## src/sv/lcs_pkg.sv

```systemverilog
// lcs_pkg: shared constants and types for the lru content store
// used by lcs_ctrl, lcs_dp and lru_content_store; depends on nothing
package lcs_pkg;

  localparam int DEPTH_DEF       = 128;
  localparam int KEY_BITS_DEF    = 64;
  localparam int HANDLE_BITS_DEF = 32;
  localparam int LIMIT_BITS      = 8;
  localparam logic [LIMIT_BITS-1:0] MAX_ENTRIES_RESET = 8'd100;

  localparam logic [1:0] MODE_IDLE  = 2'd0;
  localparam logic [1:0] MODE_CLEAR = 2'd1;
  localparam logic [1:0] MODE_SCAN  = 2'd2;
  localparam logic [1:0] MODE_UPD   = 2'd3;

  typedef struct packed {
    logic [1:0] mode;
    logic       start_pass;
    logic       load_req;
    logic       decide;
  } cmd_t;

  typedef struct packed {
    logic addr_last;
    logic rd_last;
    logic need_upd;
  } stat_t;

endpackage

```

## src/sv/lcs_ctrl.sv

```systemverilog
// lcs_ctrl: sequencer for clear, scan, decide and update passes
// depends on lcs_pkg
module lcs_ctrl import lcs_pkg::*; (
  input  logic  clk,
  input  logic  rst,
  input  logic  start,
  input  stat_t stat,
  output cmd_t  cmd,
  output logic  busy
);

  localparam logic [2:0] S_CLEAR  = 3'd0;
  localparam logic [2:0] S_IDLE   = 3'd1;
  localparam logic [2:0] S_SCAN   = 3'd2;
  localparam logic [2:0] S_DECIDE = 3'd3;
  localparam logic [2:0] S_UPD    = 3'd4;

  logic [2:0] state, state_next;

  always_comb begin
    cmd        = '0;
    cmd.mode   = MODE_IDLE;
    busy       = 1'b1;
    state_next = state;
    case (state)
      S_CLEAR: begin
        cmd.mode = MODE_CLEAR;
        if (stat.addr_last) state_next = S_IDLE;
      end
      S_IDLE: begin
        busy = 1'b0;
        if (start) begin
          cmd.load_req   = 1'b1;
          cmd.start_pass = 1'b1;
          state_next     = S_SCAN;
        end
      end
      S_SCAN: begin
        cmd.mode = MODE_SCAN;
        if (stat.rd_last) state_next = S_DECIDE;
      end
      S_DECIDE: begin
        cmd.decide = 1'b1;
        if (stat.need_upd) begin
          cmd.start_pass = 1'b1;
          state_next     = S_UPD;
        end else begin
          state_next = S_IDLE;
        end
      end
      S_UPD: begin
        cmd.mode = MODE_UPD;
        if (stat.rd_last) state_next = S_IDLE;
      end
      default: state_next = S_CLEAR;
    endcase
  end

  always_ff @(posedge clk) begin
    if (rst) begin
      state <= S_CLEAR;
    end else begin
      state <= state_next;
    end
  end

endmodule

```

## config.mk

```make
export PLATFORM = sky130hd
export DESIGN_NAME = lcs_ctrl
export DESIGN_NICKNAME = d
export VERILOG_FILES = /design/src/sv/lcs_pkg.sv /design/src/sv/lcs_ctrl.sv
export SDC_FILE = /design/constraint.sdc
export NUM_CORES = 1
export LEC_CHECK = 0
export BUFFER_PORTS_ARGS = -buffer_cell sky130_fd_sc_hd__buf_2
export CAP_MARGIN = 5
export CORE_AREA = 8 8 45 47
export CTS_CLUSTER_DIAMETER = 200
export DETAILED_ROUTE_END_ITERATION = 12
export DIE_AREA = 0 0 53 55
export HOLD_SLACK_MARGIN = 0.05
export PLACE_DENSITY = 0.42
export SYNTH_ARGS = -nofsm -noshare
export SYNTH_HDL_FRONTEND = slang
export SYNTH_SLANG_ARGS = --single-unit
```

## constraint.sdc

```tcl
create_clock -name clk -period 2.89 [get_ports clk]
set_clock_uncertainty 0.05 [all_clocks]
set_input_delay 0.578 -clock clk [delete_from_list [all_inputs] [get_ports clk]]
set_output_delay 0.578 -clock clk [all_outputs]
set_load 0.01 [all_outputs]
```

==> key figures <==
Placed design
  • Setup WS pre-CTS: 1.09 ns
  • Port bufs: 11
  • RD Place Congestion: 0.672

Routing
  • Wirelength per Cell: 10.4 um
  • Post-Route WL: 552 um
  • Antenna Nets Post-Route: 0
  • First-pass iteration count of the detailed router: 2
  • DR iter-0 viols: 2
  • DRC viols: 0
  • Via count: 206
  • Vias/cell: 3.89

Worst setup path
  • Critical path startpoint category: flip-flop
  • CP Class: reg -> out
  • CP endpoint kind: output pin
  • R2r worst-path depth: 3
  • Slowest cell on the critical path: dfxtp_1
  • CP endpoint: cmd[2]
  • CP startpoint: state[1]$_SDFFE_PP0P_
  • CP required: 2.26 ns
  • Critical Path Max Stage Delay: 0.49 ns
  • Reg2reg start: state[1]$_SDFFE_PP0P_
  • Worst path cell trace: mux2i_1 -> and2b_1 -> buf_2
  • R2R Path End: state[0]$_SDFFE_PP0P_
  • CP Max Fanout: 9
  • Worst EP arrival: 1.31 ns
  • R2R setup slack: 1.66 ns

Timing
  • Fraction of the cycle the final worst path needs: 0.671
  • Slew @ Worst Pin: 0.318 ns
  • Hold Vio Cnt, Final: 0
  • Setup slack after layout: 0.950 ns
  • WHS: 0.501 ns
  • RSZ-0062 raised after global routing: no
  • Tmin final: 1.94 ns
  • Worst rel slew slack: 0.788
  • TNS Setup: 0 ns
  • Fmax achieved: 516 MHz
  • Final Slew Violations: 0
  • Final setup vio count: 0

Synthesis
  • Post-synthesis sequential area ratio: 0.270
  • Yosys cell types: 17
  • Syn_nets: 29
  • Synthesized flop and latch total: 3
  • Syn_area_per_cell: 9.68 um2
  • Synth warn: 0
  • Cell Area, Synth: 223 um2
  • Cells after synthesis: 23

Finish
  • # diodes: 0
  • Area delta synth->final: 40.4%
  • Top flop regs: state (3)
  • Max reg flops: 3
  • Layout Utilization: 0.226
  • Biggest register: state
  • Share of cells above drive strength 1: 0.514
  • Final #Nets: 44
  • Fillers: 152

Power and ir drop
  • Maximum VDD drop: 0.000156 V
  • P_leak: 0.000141 uW
  • Cell Pwr Density: 503 mW/mm2

Hold path
  • Hold path depth: 2
  • Hold WC Path Type: in -> reg
  • Hold_sp: rst

Run
  • Maxcap violations: 0

Clocking
  • Clk pin slew, worst setup/hold paths: 0.04 ns
  • Clk_lat worst skew: 0.24 ns
  • CTS Hold Bufs: 0
  • Setup bufs post-CTS: 0
  • CTS Root Cell: clkbuf_4
  • CTS Buf Count: 3
  • CTS tree: done
  • Clock Path Buffers: 2
  • H-tree depth: 1
  • Clk sinks: 3
  • Post-CTS sizing: 0

GRT
  • First-pass GRT wire length: 952 um
  • Congestion Overflow GR: 0
  • Largest net degree at the start of global routing: 10
  • GR Util All Layers: 0.0464
  • Initial antenna violation count: 0
  • Vias in the first global route: 216

Floorplan
  • IO Pins: 12
  • Initial core utilization: 0.161
  • Die width: 53 um
  • Chip height: 55 um
  • Core area: 0.00138 mm2
  • FP Rows: 14
  • DIE AREA: 0.00292 mm2

Status
  • Status: completed
==> critical path, delay by kind of cell (launching register included) <==
kind | cells | cell delay (ns)
buf+inv | 1 | 0.13
flops | 1 | 0.49
mux | 1 | 0.26
simple gates | 1 | 0.19
==> stage by stage <==
| stage | instances | instance area [um2] | power (uW) |
|---|---|---|---|
| final | 53 | 313 | 157 |
| after CTS | 53 | 313 | 161 |
| after global placement | 49 | 287 | 83.1 |
| after global routing | 53 | 313 | 170 |
| after floorplan | 23 | 223 | 71.3 |
| after detailed placement | 49 | 287 | 83.2 |
==> report_power, final <==
part / total, uW / switching [uW] / internal [uW]
clock: 75.8 / 23.9 / 51.9
sequential: 48.7 / 4.62 / 44.1
combinational: 32.8 / 14.9 / 17.9
==> logic make-up after synthesis <==
family	count (synthesis)	synth area share
DFF	3	0.270
AOI/OAI and AO/OA	2	0.0786
and+or+nand+nor	12	0.360
xor gates and xnor gates	1	0.0393
buffers and inverters	1	0.0506
muxes	4	0.202
==> worst min-delay path by stage <==
stage,end,slack [ns]
finish,state[2]$_SDFFE_PP0P_,0.50
global route,state[2]$_SDFFE_PP0P_,0.50
CTS,state[2]$_SDFFE_PP0P_,0.50
floorplan,state[1]$_SDFFE_PP0P_,0.46
global placement,state[1]$_SDFFE_PP0P_,0.52
detailed placement,state[1]$_SDFFE_PP0P_,0.52
==> layout make-up <==
class | instances | area (um2) | area share
multi-input combinational | 19 | 151 | 0.484
sequential | 3 | 60.1 | 0.192
timing repair buffer | 11 | 55.1 | 0.176
clock buffer | 4 | 26.3 | 0.0840
tap | 16 | 20.0 | 0.0640
==> synth_stat cells (all sizes together) <==
cell / count / share of area
and2b: 3 / 0.11
dfxtp: 3 / 0.27
mux2i: 3 / 0.13
and2: 2 / 0.062
nor2: 2 / 0.034
a21oi: 1 / 0.022
buf: 1 / 0.051
mux2: 1 / 0.067
nand2b: 1 / 0.039
nand3: 1 / 0.022
nand3b: 1 / 0.034
nand4b: 1 / 0.039
nor3: 1 / 0.022
o31ai: 1 / 0.056
xnor2: 1 / 0.039
==> routing by layer <==
layer	up-vias	wire length, um	global-route usage
li1	108	-	-
met1	84	274	0.0561
met2	12	173	0.0508
met3	2	86	0.0348
met4	0	17	0.0388
met5	-	0	0
==> cell usage in the layout, fill, tap and decap left out <==
master,n
mux2_4,1
o31ai_2,1
dfxtp_1,3
and2b_1,2
and2b_2,1
nand4b_1,1
xnor2_1,1
nand3_1,1
mux2i_1,3
buf_2,11
nand3b_1,1
clkbuf_4,3
clkbuf_1,1
nand2b_2,1
nor2_1,2
and2_1,1
nor3_1,1
a21oi_1,1
and2_2,1
No activity file was read; power rests on OpenSTA's default activity.
